### src/rtl/core/scpp_pkg.sv
`timescale 1ns / 1ps
`default_nettype none
package scpp_pkg;

  localparam int ROW_W = 32;
  localparam int COL_W = 32;
  localparam int VAL_W = 16;
  localparam int IMG_W = 24;
  localparam int POS_W = 3;

  // Command fields are sized for the largest supported geometry (64 x 64).
  localparam int CMD_SLOT_W = 12;
  localparam int CMD_PART_W = 6;

  localparam int QUEUE_DEPTH = 2;

  localparam logic KIND_ENTRY    = 1'b0;
  localparam logic KIND_END_TILE = 1'b1;

  typedef struct packed {
    logic                  emit;   // sweep out the held image first
    logic                  flush;  // end of tile: no entry to write afterwards
    logic [CMD_SLOT_W-1:0] slot;
    logic [CMD_PART_W-1:0] part;
    logic [ROW_W-1:0]      row;
    logic [VAL_W-1:0]      value;
    logic [COL_W-1:0]      col;
    logic [IMG_W-1:0]      img;    // number of the image being swept
  } scpp_cmd_t;

  typedef enum logic [1:0] {
    BACK_IDLE,
    BACK_EMIT,
    BACK_FINISH
  } back_state_e;

endpackage
`default_nettype wire

### src/rtl/core/scpp_if.sv
`timescale 1ns / 1ps
`default_nettype none
interface scpp_in_if import scpp_pkg::*; ();
  logic             valid;
  logic             ready;
  logic             kind;
  logic [ROW_W-1:0] entry_row;
  logic [COL_W-1:0] entry_column;
  logic [VAL_W-1:0] entry_value;

  modport source (output valid, kind, entry_row, entry_column, entry_value, input ready);
  modport sink   (input valid, kind, entry_row, entry_column, entry_value, output ready);
endinterface

interface scpp_out_if import scpp_pkg::*; ();
  logic             valid;
  logic             ready;
  logic [IMG_W-1:0] image_number;
  logic [POS_W-1:0] partition_slot;
  logic [POS_W-1:0] lane;
  logic [ROW_W-1:0] slot_row;
  logic [VAL_W-1:0] slot_value;
  logic [COL_W-1:0] slot_column;
  logic             column_valid;
  logic             last;

  modport source (output valid, image_number, partition_slot, lane, slot_row, slot_value,
                  slot_column, column_valid, last, input ready);
  modport sink   (input valid, image_number, partition_slot, lane, slot_row, slot_value,
                  slot_column, column_valid, last, output ready);
endinterface

interface scpp_cfg_if ();
  logic valid;
  logic ready;
  logic force_unit_values;

  modport source (output valid, force_unit_values, input ready);
  modport sink   (input valid, force_unit_values, output ready);
endinterface
`default_nettype wire

### src/rtl/core/sparse_column_partition_packer.sv
`timescale 1ns / 1ps
`default_nettype none
// Channel  | Dir | Transaction
// ---------+-----+---------------------------------------------------------------
// in_ch    | in  | one entry (kind, entry_row, entry_column, entry_value) or end of tile
// out_ch   | out | one lane of an emitted row image, partition slot then lane order
// cfg_ch   | in  | write of force_unit_values; always ready
//
// An entry that does not close an image is classified by the front, queued, and
// written into the slot store by the back, one per cycle while the back is idle.
// A sweep takes the command, reads one slot per cycle unless out_ch stalls, via the
// read stage and output register, then clears the store and writes a spilling entry.
// Reset clears all control state and the valid bits at once; there is no sweep.
// out_ch stalls hold the sweep; in_ch stalls only when the two-entry queue is full.
module sparse_column_partition_packer import scpp_pkg::*; #(
  parameter int LANES      = 8,
  parameter int PARTITIONS = 8
) (
  input  logic       clk_i,
  input  logic       rst_ni,
  scpp_in_if.sink    in_ch,
  scpp_out_if.source out_ch,
  scpp_cfg_if.sink   cfg_ch
);

  // mode register, read at emission time
  logic force_q;

  scpp_cmd_t front_cmd, back_cmd;
  logic      front_valid, front_ready;
  logic      back_valid, back_ready;

  assign cfg_ch.ready = 1'b1;

  always_ff @(posedge clk_i or negedge rst_ni) begin
    if (!rst_ni) begin
      force_q <= 1'b1;
    end else if (cfg_ch.valid) begin
      force_q <= cfg_ch.force_unit_values;
    end
  end

  // front: owns the packing position and classifies each item into a command
  scpp_front #(
    .LANES      (LANES),
    .PARTITIONS (PARTITIONS)
  ) u_front (
    .clk_i       (clk_i),
    .rst_ni      (rst_ni),
    .in_ch       (in_ch),
    .cmd_o       (front_cmd),
    .cmd_valid_o (front_valid),
    .cmd_ready_i (front_ready)
  );

  scpp_queue u_queue (
    .clk_i        (clk_i),
    .rst_ni       (rst_ni),
    .push_i       (front_cmd),
    .push_valid_i (front_valid),
    .push_ready_o (front_ready),
    .pop_o        (back_cmd),
    .pop_valid_o  (back_valid),
    .pop_ready_i  (back_ready)
  );

  // back: slot store, image sweep and output register
  scpp_back #(
    .LANES      (LANES),
    .PARTITIONS (PARTITIONS)
  ) u_back (
    .clk_i        (clk_i),
    .rst_ni       (rst_ni),
    .cmd_i        (back_cmd),
    .cmd_valid_i  (back_valid),
    .cmd_ready_o  (back_ready),
    .force_unit_i (force_q),
    .out_ch       (out_ch)
  );

  // the final transaction of an image sits at the last lane of the last partition
  assert property (@(posedge clk_i) disable iff (!rst_ni)
    out_ch.valid && out_ch.last |->
      out_ch.lane == POS_W'(LANES-1) && out_ch.partition_slot == POS_W'(PARTITIONS-1))
    else $error("last flag off the final slot");

  // an image streams without gaps once started
  assert property (@(posedge clk_i) disable iff (!rst_ni)
    out_ch.valid && out_ch.ready && !out_ch.last |=> out_ch.valid)
    else $error("gap inside an image");

  // a new image starts at the first lane of the first partition
  assert property (@(posedge clk_i) disable iff (!rst_ni)
    out_ch.valid && out_ch.ready && out_ch.last |=>
      !out_ch.valid || (out_ch.lane == '0 && out_ch.partition_slot == '0))
    else $error("image does not start at slot zero");

endmodule
`default_nettype wire

### src/rtl/core/scpp_front.sv
`timescale 1ns / 1ps
`default_nettype none
module scpp_front import scpp_pkg::*; #(
  parameter int LANES      = 8,
  parameter int PARTITIONS = 8
) (
  input  logic       clk_i,
  input  logic       rst_ni,
  scpp_in_if.sink    in_ch,
  output scpp_cmd_t  cmd_o,
  output logic       cmd_valid_o,
  input  logic       cmd_ready_i
);

  localparam int SLOTS = LANES * PARTITIONS;
  localparam int LW    = (LANES > 1) ? $clog2(LANES) : 1;
  localparam int PW    = (PARTITIONS > 1) ? $clog2(PARTITIONS) : 1;
  localparam int SW    = (SLOTS > 1) ? $clog2(SLOTS) : 1;

  logic [COL_W-1:0] cur_col_q, cur_col_d;
  logic [LW-1:0]    lane_q, lane_d;
  logic [PW-1:0]    part_q, part_d;
  logic             started_q, started_d;
  logic [IMG_W-1:0] img_q, img_d;

  logic          accept;
  logic          advance;
  logic          wrap;
  logic [LW-1:0] lane_eff;
  logic [PW-1:0] part_eff;
  logic [PW:0]   part_inc;
  logic [LW:0]   lane_next;
  logic [SW-1:0] slot;

  assign in_ch.ready = cmd_ready_i;
  assign cmd_valid_o = in_ch.valid;
  assign accept      = in_ch.valid && cmd_ready_i;

  always_comb begin
    // open a new partition on a column change mid-partition or on a full one
    advance   = started_q && ((lane_q != '0 && in_ch.entry_column != cur_col_q) ||
                              lane_q == '0);
    lane_eff  = advance ? '0 : lane_q;
    part_inc  = {1'b0, part_q} + (PW+1)'(1);
    wrap      = advance && (part_inc >= (PW+1)'(PARTITIONS));
    part_eff  = wrap ? '0 : (advance ? part_inc[PW-1:0] : part_q);
    slot      = SW'(part_eff) * SW'(LANES) + SW'(lane_eff);
    lane_next = {1'b0, lane_eff} + (LW+1)'(1);

    cmd_o.flush = (in_ch.kind == KIND_END_TILE);
    cmd_o.emit  = (in_ch.kind == KIND_END_TILE) || wrap;
    cmd_o.slot  = CMD_SLOT_W'(slot);
    cmd_o.part  = CMD_PART_W'(part_eff);
    cmd_o.row   = in_ch.entry_row;
    cmd_o.value = in_ch.entry_value;
    cmd_o.col   = in_ch.entry_column;
    cmd_o.img   = img_q;

    cur_col_d = cur_col_q;
    lane_d    = lane_q;
    part_d    = part_q;
    started_d = started_q;
    img_d     = img_q;
    if (accept) begin
      if (in_ch.kind == KIND_END_TILE) begin
        cur_col_d = '0;
        lane_d    = '0;
        part_d    = '0;
        started_d = 1'b0;
        img_d     = '0;
      end else begin
        cur_col_d = in_ch.entry_column;
        lane_d    = (lane_next == (LW+1)'(LANES)) ? '0 : lane_next[LW-1:0];
        part_d    = part_eff;
        started_d = 1'b1;
        img_d     = wrap ? img_q + IMG_W'(1) : img_q;
      end
    end
  end

  always_ff @(posedge clk_i or negedge rst_ni) begin
    if (!rst_ni) begin
      cur_col_q <= '0;
      lane_q    <= '0;
      part_q    <= '0;
      started_q <= 1'b0;
      img_q     <= '0;
    end else begin
      cur_col_q <= cur_col_d;
      lane_q    <= lane_d;
      part_q    <= part_d;
      started_q <= started_d;
      img_q     <= img_d;
    end
  end

endmodule
`default_nettype wire

### src/rtl/core/scpp_queue.sv
`timescale 1ns / 1ps
`default_nettype none
module scpp_queue import scpp_pkg::*; (
  input  logic      clk_i,
  input  logic      rst_ni,
  input  scpp_cmd_t push_i,
  input  logic      push_valid_i,
  output logic      push_ready_o,
  output scpp_cmd_t pop_o,
  output logic      pop_valid_o,
  input  logic      pop_ready_i
);

  localparam int QW = (QUEUE_DEPTH > 1) ? $clog2(QUEUE_DEPTH) : 1;

  scpp_cmd_t     entry_q [QUEUE_DEPTH];
  logic [QW-1:0] wr_ptr_q, wr_ptr_d;
  logic [QW-1:0] rd_ptr_q, rd_ptr_d;
  logic [QW:0]   cnt_q, cnt_d;
  logic          push, pop;

  assign push_ready_o = (cnt_q != (QW+1)'(QUEUE_DEPTH));
  assign pop_valid_o  = (cnt_q != '0);
  assign pop_o        = entry_q[rd_ptr_q];
  assign push         = push_valid_i && push_ready_o;
  assign pop          = pop_valid_o && pop_ready_i;

  always_comb begin
    wr_ptr_d = wr_ptr_q;
    rd_ptr_d = rd_ptr_q;
    cnt_d    = cnt_q;
    if (push) begin
      wr_ptr_d = (wr_ptr_q == QW'(QUEUE_DEPTH-1)) ? '0 : wr_ptr_q + QW'(1);
    end
    if (pop) begin
      rd_ptr_d = (rd_ptr_q == QW'(QUEUE_DEPTH-1)) ? '0 : rd_ptr_q + QW'(1);
    end
    if (push && !pop) begin
      cnt_d = cnt_q + (QW+1)'(1);
    end else if (pop && !push) begin
      cnt_d = cnt_q - (QW+1)'(1);
    end
  end

  always_ff @(posedge clk_i) begin
    if (push) begin
      entry_q[wr_ptr_q] <= push_i;
    end
  end

  always_ff @(posedge clk_i or negedge rst_ni) begin
    if (!rst_ni) begin
      wr_ptr_q <= '0;
      rd_ptr_q <= '0;
      cnt_q    <= '0;
    end else begin
      wr_ptr_q <= wr_ptr_d;
      rd_ptr_q <= rd_ptr_d;
      cnt_q    <= cnt_d;
    end
  end

endmodule
`default_nettype wire

### src/rtl/core/scpp_back.sv
`timescale 1ns / 1ps
`default_nettype none
module scpp_back import scpp_pkg::*; #(
  parameter int LANES      = 8,
  parameter int PARTITIONS = 8
) (
  input  logic       clk_i,
  input  logic       rst_ni,
  input  scpp_cmd_t  cmd_i,
  input  logic       cmd_valid_i,
  output logic       cmd_ready_o,
  input  logic       force_unit_i,
  scpp_out_if.source out_ch
);

  localparam int SLOTS = LANES * PARTITIONS;
  localparam int LW    = (LANES > 1) ? $clog2(LANES) : 1;
  localparam int PW    = (PARTITIONS > 1) ? $clog2(PARTITIONS) : 1;
  localparam int SW    = (SLOTS > 1) ? $clog2(SLOTS) : 1;

  back_state_e state_q, state_d;

  // slot stores; an entry whose valid bit is clear reads as zero
  logic [ROW_W-1:0] row_mem [SLOTS];
  logic [VAL_W-1:0] val_mem [SLOTS];
  logic [COL_W-1:0] col_mem [PARTITIONS];
  logic [SLOTS-1:0]      slot_vld_q, slot_vld_d;
  logic [PARTITIONS-1:0] col_vld_q, col_vld_d;

  // sweep counters
  logic [SW-1:0] idx_q, idx_d;
  logic [LW-1:0] e_lane_q, e_lane_d;
  logic [PW-1:0] e_part_q, e_part_d;

  // read stage
  logic             rd_vld_q, rd_vld_d;
  logic [ROW_W-1:0] rd_row_q;
  logic [VAL_W-1:0] rd_val_q;
  logic [COL_W-1:0] rd_col_q;
  logic             rd_hit_q, rd_colv_q, rd_last_q;
  logic [IMG_W-1:0] rd_img_q;
  logic [LW-1:0]    rd_lane_q;
  logic [PW-1:0]    rd_part_q;

  // output register
  logic             out_vld_q, out_vld_d;
  logic [IMG_W-1:0] out_img_q;
  logic [POS_W-1:0] out_part_q, out_lane_q;
  logic [ROW_W-1:0] out_row_q;
  logic [VAL_W-1:0] out_val_q;
  logic [COL_W-1:0] out_col_q;
  logic             out_colv_q, out_last_q;

  logic          out_free, rd_adv, issue, last_slot, mem_wr;
  logic [SW-1:0] wr_slot;
  logic [PW-1:0] wr_part;

  assign out_free  = !out_vld_q || out_ch.ready;
  assign rd_adv    = rd_vld_q && out_free;
  assign issue     = (state_q == BACK_EMIT) && (!rd_vld_q || rd_adv);
  assign last_slot = (idx_q == SW'(SLOTS-1));
  assign wr_slot   = cmd_i.slot[SW-1:0];
  assign wr_part   = cmd_i.part[PW-1:0];

  always_comb begin
    state_d     = state_q;
    mem_wr      = 1'b0;
    cmd_ready_o = 1'b0;
    idx_d       = idx_q;
    e_lane_d    = e_lane_q;
    e_part_d    = e_part_q;
    slot_vld_d  = slot_vld_q;
    col_vld_d   = col_vld_q;

    case (state_q)
      BACK_IDLE: begin
        idx_d    = '0;
        e_lane_d = '0;
        e_part_d = '0;
        if (cmd_valid_i) begin
          if (cmd_i.emit) begin
            state_d = BACK_EMIT;
          end else begin
            mem_wr      = 1'b1;
            cmd_ready_o = 1'b1;
          end
        end
      end
      BACK_EMIT: begin
        if (issue) begin
          idx_d = idx_q + SW'(1);
          if (e_lane_q == LW'(LANES-1)) begin
            e_lane_d = '0;
            e_part_d = e_part_q + PW'(1);
          end else begin
            e_lane_d = e_lane_q + LW'(1);
          end
          if (last_slot) begin
            state_d = BACK_FINISH;
          end
        end
      end
      BACK_FINISH: begin
        // all slots have already been read out of the store, so the image can be dropped
        slot_vld_d  = '0;
        col_vld_d   = '0;
        mem_wr      = !cmd_i.flush;
        cmd_ready_o = 1'b1;
        state_d     = BACK_IDLE;
      end
      default: begin
        state_d = BACK_IDLE;
      end
    endcase

    if (mem_wr) begin
      slot_vld_d[wr_slot] = 1'b1;
      col_vld_d[wr_part]  = 1'b1;
    end

    rd_vld_d  = issue ? 1'b1 : (rd_adv ? 1'b0 : rd_vld_q);
    out_vld_d = rd_adv ? 1'b1 : (out_ch.ready ? 1'b0 : out_vld_q);
  end

  always_ff @(posedge clk_i) begin
    if (mem_wr) begin
      row_mem[wr_slot] <= cmd_i.row;
      val_mem[wr_slot] <= cmd_i.value;
      col_mem[wr_part] <= cmd_i.col;
    end
    if (issue) begin
      rd_row_q  <= row_mem[idx_q];
      rd_val_q  <= val_mem[idx_q];
      rd_col_q  <= col_mem[e_part_q];
      rd_hit_q  <= slot_vld_q[idx_q];
      rd_colv_q <= col_vld_q[e_part_q];
      rd_img_q  <= cmd_i.img;
      rd_lane_q <= e_lane_q;
      rd_part_q <= e_part_q;
      rd_last_q <= last_slot;
    end
    if (rd_adv) begin
      out_img_q  <= rd_img_q;
      out_part_q <= POS_W'(rd_part_q);
      out_lane_q <= POS_W'(rd_lane_q);
      out_row_q  <= rd_hit_q ? rd_row_q : '0;
      if (!rd_hit_q) begin
        out_val_q <= '0;
      end else if (force_unit_i) begin
        out_val_q <= VAL_W'(rd_row_q != '0);
      end else begin
        out_val_q <= rd_val_q;
      end
      out_col_q  <= rd_colv_q ? rd_col_q : '0;
      out_colv_q <= rd_colv_q && (rd_col_q != '0);
      out_last_q <= rd_last_q;
    end
  end

  always_ff @(posedge clk_i or negedge rst_ni) begin
    if (!rst_ni) begin
      state_q    <= BACK_IDLE;
      idx_q      <= '0;
      e_lane_q   <= '0;
      e_part_q   <= '0;
      slot_vld_q <= '0;
      col_vld_q  <= '0;
      rd_vld_q   <= 1'b0;
      out_vld_q  <= 1'b0;
    end else begin
      state_q    <= state_d;
      idx_q      <= idx_d;
      e_lane_q   <= e_lane_d;
      e_part_q   <= e_part_d;
      slot_vld_q <= slot_vld_d;
      col_vld_q  <= col_vld_d;
      rd_vld_q   <= rd_vld_d;
      out_vld_q  <= out_vld_d;
    end
  end

  assign out_ch.valid          = out_vld_q;
  assign out_ch.image_number   = out_img_q;
  assign out_ch.partition_slot = out_part_q;
  assign out_ch.lane           = out_lane_q;
  assign out_ch.slot_row       = out_row_q;
  assign out_ch.slot_value     = out_val_q;
  assign out_ch.slot_column    = out_col_q;
  assign out_ch.column_valid   = out_colv_q;
  assign out_ch.last           = out_last_q;

endmodule
`default_nettype wire

### src/flat_wrapper.sv
// flat-port wrapper written by rule: the top's interface ports become plain ports
module sparse_column_partition_packer_flat import scpp_pkg::*;
#(
  parameter int LANES      = 8,
  parameter int PARTITIONS = 8
)
  (clk_i, rst_ni, in_ch_valid, in_ch_kind, in_ch_entry_row, in_ch_entry_column, in_ch_entry_value, in_ch_ready, out_ch_valid, out_ch_image_number, out_ch_partition_slot, out_ch_lane, out_ch_slot_row, out_ch_slot_value, out_ch_slot_column, out_ch_column_valid, out_ch_last, out_ch_ready, cfg_ch_valid, cfg_ch_force_unit_values, cfg_ch_ready);
  scpp_in_if in_ch_i ();
  scpp_out_if out_ch_i ();
  scpp_cfg_if cfg_ch_i ();
  input  logic clk_i;
  input  logic rst_ni;
  input wire logic [$bits(in_ch_i.valid)-1:0] in_ch_valid;
  input wire logic [$bits(in_ch_i.kind)-1:0] in_ch_kind;
  input wire logic [$bits(in_ch_i.entry_row)-1:0] in_ch_entry_row;
  input wire logic [$bits(in_ch_i.entry_column)-1:0] in_ch_entry_column;
  input wire logic [$bits(in_ch_i.entry_value)-1:0] in_ch_entry_value;
  output wire logic [$bits(in_ch_i.ready)-1:0] in_ch_ready;
  output wire logic [$bits(out_ch_i.valid)-1:0] out_ch_valid;
  output wire logic [$bits(out_ch_i.image_number)-1:0] out_ch_image_number;
  output wire logic [$bits(out_ch_i.partition_slot)-1:0] out_ch_partition_slot;
  output wire logic [$bits(out_ch_i.lane)-1:0] out_ch_lane;
  output wire logic [$bits(out_ch_i.slot_row)-1:0] out_ch_slot_row;
  output wire logic [$bits(out_ch_i.slot_value)-1:0] out_ch_slot_value;
  output wire logic [$bits(out_ch_i.slot_column)-1:0] out_ch_slot_column;
  output wire logic [$bits(out_ch_i.column_valid)-1:0] out_ch_column_valid;
  output wire logic [$bits(out_ch_i.last)-1:0] out_ch_last;
  input wire logic [$bits(out_ch_i.ready)-1:0] out_ch_ready;
  input wire logic [$bits(cfg_ch_i.valid)-1:0] cfg_ch_valid;
  input wire logic [$bits(cfg_ch_i.force_unit_values)-1:0] cfg_ch_force_unit_values;
  output wire logic [$bits(cfg_ch_i.ready)-1:0] cfg_ch_ready;
  assign in_ch_i.valid = in_ch_valid;
  assign in_ch_i.kind = in_ch_kind;
  assign in_ch_i.entry_row = in_ch_entry_row;
  assign in_ch_i.entry_column = in_ch_entry_column;
  assign in_ch_i.entry_value = in_ch_entry_value;
  assign in_ch_ready = in_ch_i.ready;
  assign out_ch_valid = out_ch_i.valid;
  assign out_ch_image_number = out_ch_i.image_number;
  assign out_ch_partition_slot = out_ch_i.partition_slot;
  assign out_ch_lane = out_ch_i.lane;
  assign out_ch_slot_row = out_ch_i.slot_row;
  assign out_ch_slot_value = out_ch_i.slot_value;
  assign out_ch_slot_column = out_ch_i.slot_column;
  assign out_ch_column_valid = out_ch_i.column_valid;
  assign out_ch_last = out_ch_i.last;
  assign out_ch_i.ready = out_ch_ready;
  assign cfg_ch_i.valid = cfg_ch_valid;
  assign cfg_ch_i.force_unit_values = cfg_ch_force_unit_values;
  assign cfg_ch_ready = cfg_ch_i.ready;
  sparse_column_partition_packer #(.LANES(LANES), .PARTITIONS(PARTITIONS)) u_core (.clk_i(clk_i), .rst_ni(rst_ni), .in_ch(in_ch_i), .out_ch(out_ch_i), .cfg_ch(cfg_ch_i));
endmodule
### config.mk
export PLATFORM = sky130hd
export DESIGN_NAME = sparse_column_partition_packer_flat
export DESIGN_NICKNAME = d
export VERILOG_FILES = /design/src/rtl/core/scpp_pkg.sv /design/src/rtl/core/scpp_if.sv /design/src/rtl/core/sparse_column_partition_packer.sv /design/src/rtl/core/scpp_front.sv /design/src/rtl/core/scpp_queue.sv /design/src/rtl/core/scpp_back.sv /design/src/flat_wrapper.sv
export SDC_FILE = /design/constraint.sdc
export NUM_CORES = 2
export LEC_CHECK = 0
export BUFFER_PORTS_ARGS = -buffer_cell sky130_fd_sc_hd__clkbuf_2
export CAP_MARGIN = 20
export CORE_ASPECT_RATIO = 2
export CORE_MARGIN = 2
export CORE_UTILIZATION = 60
export CTS_CLUSTER_DIAMETER = 50
export DETAILED_ROUTE_END_ITERATION = 8
export PLACE_DENSITY = 0.74
export REMOVE_ABC_BUFFERS = 1
export SLEW_MARGIN = 15
export SYNTH_ARGS = -nofsm -noshare
export SYNTH_HDL_FRONTEND = slang
export SYNTH_SLANG_ARGS = --single-unit
### constraint.sdc
create_clock -name clk_i -period 10.8 [get_ports clk_i]
set_input_delay 1.08 -clock clk_i [delete_from_list [all_inputs] [get_ports clk_i]]
set_output_delay 1.08 -clock clk_i [all_outputs]
set_load 0.02 [all_outputs]
==> results.cfg <==
[setup_path]
reg2reg_depth = 8
crit_fanout = 51
r2r_end = u_core.u_back.row_mem[48][3]
arrival_ns = 6.00
reg2reg_slack_ns = 5.30
crit_path_cell_trace = buf_4, mux2i_1, nand2_1, o22a_1, nor2b_1, nand2_2, nor2_4, buf_4
start_kind = flop
startpoint = u_core.u_queue.rd_ptr_q
r2r_start = u_core.u_queue.rd_ptr_q
cp_slowest_cell = dfrtp_4
cp-end-kind = flop
cp-endpoint = u_core.u_back.row_mem[48][3]
cp_common_cell = buf_4
path_class = flop to flop
slowest_delay_ns = 0.95
worstPathRequired_ns = 11.30

[yosys]
synth-warning-count = 0
syn_area_um2 = 149400
synth.distinct_cells = 49
synth_ff_type = edfxtp_1
async_flop_share = 0.03966
ys_ff_latch = 3933
synthTopCellsByArea = edfxtp_1 76%, mux4_2 15%, dfrtp_1 2.6%
synth_top_area_share = 0.7590
synthCells = 6576
synth_seq_area_share = 0.7851
avgSynthCellArea_um2 = 22.73
synth_edf_count = 3777
synth_top_area_cell = edfxtp_1

[finish]
utilization = 0.6668
drive_above_1_share = 0.2868
area_delta_synth_final_pct = 10.76
num-nets-final = 7031
n_fill_cell = 15080
final-seq-area_um2 = 117300
final_area_um2 = 165500
multi_input_area_um2 = 31140

[clock_network]
cts_setup_buffers = 0
cts_buffer_depth = 4
cts_tree = done
ctsHtreeMaxLevel = 5
cts_resized = 0
clk_transition_reported_paths_ns = 0.07
clock_sinks = 3933
root_buffer = clkbuf_16
clock_latency_ns = 0.90
numCtsBuffers = 318
cts.hold.buffers_added = 0

[detailed_routing]
antenna_left = 0
vias = 71290
wire_per_inst_um = 36.57
wirelength_um = 382100
vias_per_cell = 6.824
post-route-drc-count = 0
drtPass1Iterations = 5
drt_iter0_drc = 9053

[grt]
gr-usage-all-layers = 0.3038
antenna_found_initial = 16
grt_overflow = 0
grt_max_degree = 116
grt_pass1_wl_um = 535100
grt_pass1_vias = 72780

[sta]
whs_ns = 0.2072
period_needed_ns = 5.500
finalClockSkew_ns = 0.03332
post-route-period-util = 0.5093
max_slew_margin = 0.2214
hold_violations = 0
layout_setup_ws_ns = 5.300
rsz0062_at_grt = false
drv_slew = 0
setup_viol = 0
fmax_mhz = 181.8
worst_pin_slew_ns = 1.168

[pwr]
pwr-share-clk = 0.279
power.share.switching = 0.2846
ir_drop_mv = 0.2306
pwr-share-seq = 0.496
leakagePower_nw = 51.75
post-layout-total-power_mw = 40.71
p_per_area_nw_per_um2 = 246.0
switchingPower_mw = 11.59
internal-power_mw = 29.13
power.share.combinational = 0.225

[run_status]
status = finished, final reports clean

[floorplanning]
die-width_um = 356.9
start_util = 0.6020
die_y_um = 709.8
pin_count = 202
fp-row-count = 259
coreArea_um2 = 248200
dieArea_um2 = 253300

[flow_run]
maxCapViolations = 0

[placement]
pre_cts_ws_ns = 5.237
placed_cell_area_um2 = 155100
dp_hpwl_um = 218600
io_buffers = 200
gp_congestion = 0.8712

[hold_path]
hold_class = input pin to asynchronous set/reset pin
-- cell usage in the layout (no fill, tap or decap), drive strengths merged, types with 9 or more instances in the layout --
cell,instances
a211oi,70
a21oi,95
a22oi,98
and2,85
buf,198
bufinv,23
clkbuf,586
clkinv,123
clkinvlp,17
dfrtp,155
diode,9
edfxtp,3777
inv,30
mux2,141
mux2i,73
mux4,976
nand2,249
nand2b,10
nand3,22
nand3b,35
nand4,14
nor2,83
nor2b,81
nor4,25
o21ai,75
o31ai,21
or4,25
xor2,35
-- power groups by stage --
stage          sequential (mW)  combinational, mW  clock, mW
6_report                  20.2               9.16       11.3
5_1_grt                   20.2               9.69       12.0
4_1_cts                   20.2               9.05       11.5
3_5_place_dp              20.5               8.99          0
3_3_place_gp              20.5               8.74          0
2_1_floorplan             21.0               7.57          0
-- synth_stat cells (45+ instances only) --
| cell type | number |
|---|---|
| edfxtp_1 | 3777 |
| mux2_2 | 141 |
| buf_1 | 45 |
| and2_1 | 85 |
| buf_2 | 121 |
| clkbuf_1 | 179 |
| mux2i_1 | 73 |
| nor2b_1 | 81 |
| a21oi_1 | 95 |
| dfrtp_1 | 155 |
| mux4_2 | 976 |
| nand2_1 | 249 |
| o21ai_0 | 75 |
| nor2_1 | 83 |
| a211oi_1 | 70 |
| a22oi_1 | 98 |
-- worst min path at each step --
stage                          startpoint  slack (ns)                                endpoint
2_1_floorplan   u_core.u_back.rd_img_q[0]        0.40    u_core.u_back.out_ch.image_number[0]
3_3_place_gp   u_core.u_back.rd_part_q[1]        0.40  u_core.u_back.out_ch.partition_slot[1]
3_5_place_dp   u_core.u_back.rd_part_q[2]        0.40  u_core.u_back.out_ch.partition_slot[2]
4_1_cts                            rst_ni        0.20                u_core.u_front.img_q[23]
5_1_grt                            rst_ni        0.26                u_core.u_front.img_q[19]
6_report                           rst_ni        0.21                u_core.u_front.img_q[17]
-- critical path: cells and delay by family (launching register included) --
family                 cells  cell delay, ns
buffers and inverters      2            1.63
flip-flops                 1            0.95
multiplexers               1            0.29
AO/OA/AOI/OAI              1            0.28
AND/OR/NAND/NOR            4            1.79
-- state kept, by name, summed over array words and instances, names as in the netlist, 32 cells and up --
name	cells
u_core.u_back.row_mem	2048
u_core.u_back.col_mem	256
u_core.u_back.out_ch.slot_row	32
u_core.u_back.rd_row_q	32
u_core.u_back.val_mem	1024
u_core.u_back.slot_vld_q	64
u_core.u_front.cur_col_q	32
u_core.u_queue.entry_q	224
u_core.u_back.rd_col_q	32
u_core.u_back.out_ch.slot_column	32
-- layout make-up --
cell class | count | area share
Multi-Input combinational cell | 2266 | 0.1882
Clock buffer | 387 | 0.05090
Sequential cell | 3933 | 0.7090
Timing Repair Buffer | 397 | 0.01747
Clock inverter | 173 | 0.009207
Inverter | 20 | 0.0004838
Antenna cell | 9 | 0.0001361
Tap cell | 3262 | 0.02466
-- routing by layer --
layer / routed length, um / global-route usage / up-vias
met5: 50 / 0 / -
met4: 27540 / 0.1780 / 8
met3: 31100 / 0.05129 / 947
met2: 201200 / 0.5315 / 4132
met1: 122200 / 0.3533 / 37970
li1: - / - / 28230
-- kinds of logic (layout without fill, tap and decap cells) --
family                     count (synthesis)  count (layout)  synth area share
other                                      1              10        0.00002509
muxes                                   1190            1190            0.1626
buffers and inverters                    377             977           0.01086
adders and majority gates                  8               8         0.0006698
AOI/OAI and AO/OA                        379             379           0.01637
xor gates and xnor gates                  43              43          0.002520
and+or+nand+nor                          645             645           0.02187
DFF                                     3933            3933            0.7851
-- stage by stage --
| stage | setup TNS (ns) | std cells |
|---|---|---|
| 5_1_grt | 0 | 10440 |
| 6_report | 0 | 10450 |
| 3_5_place_dp | 0 | 9861 |
| 2_1_floorplan | -1022.98 | 6219 |
| 4_1_cts | 0 | 10420 |
| 3_3_place_gp | 0 | 9859 |
Power figures use the tool's default switching activity.
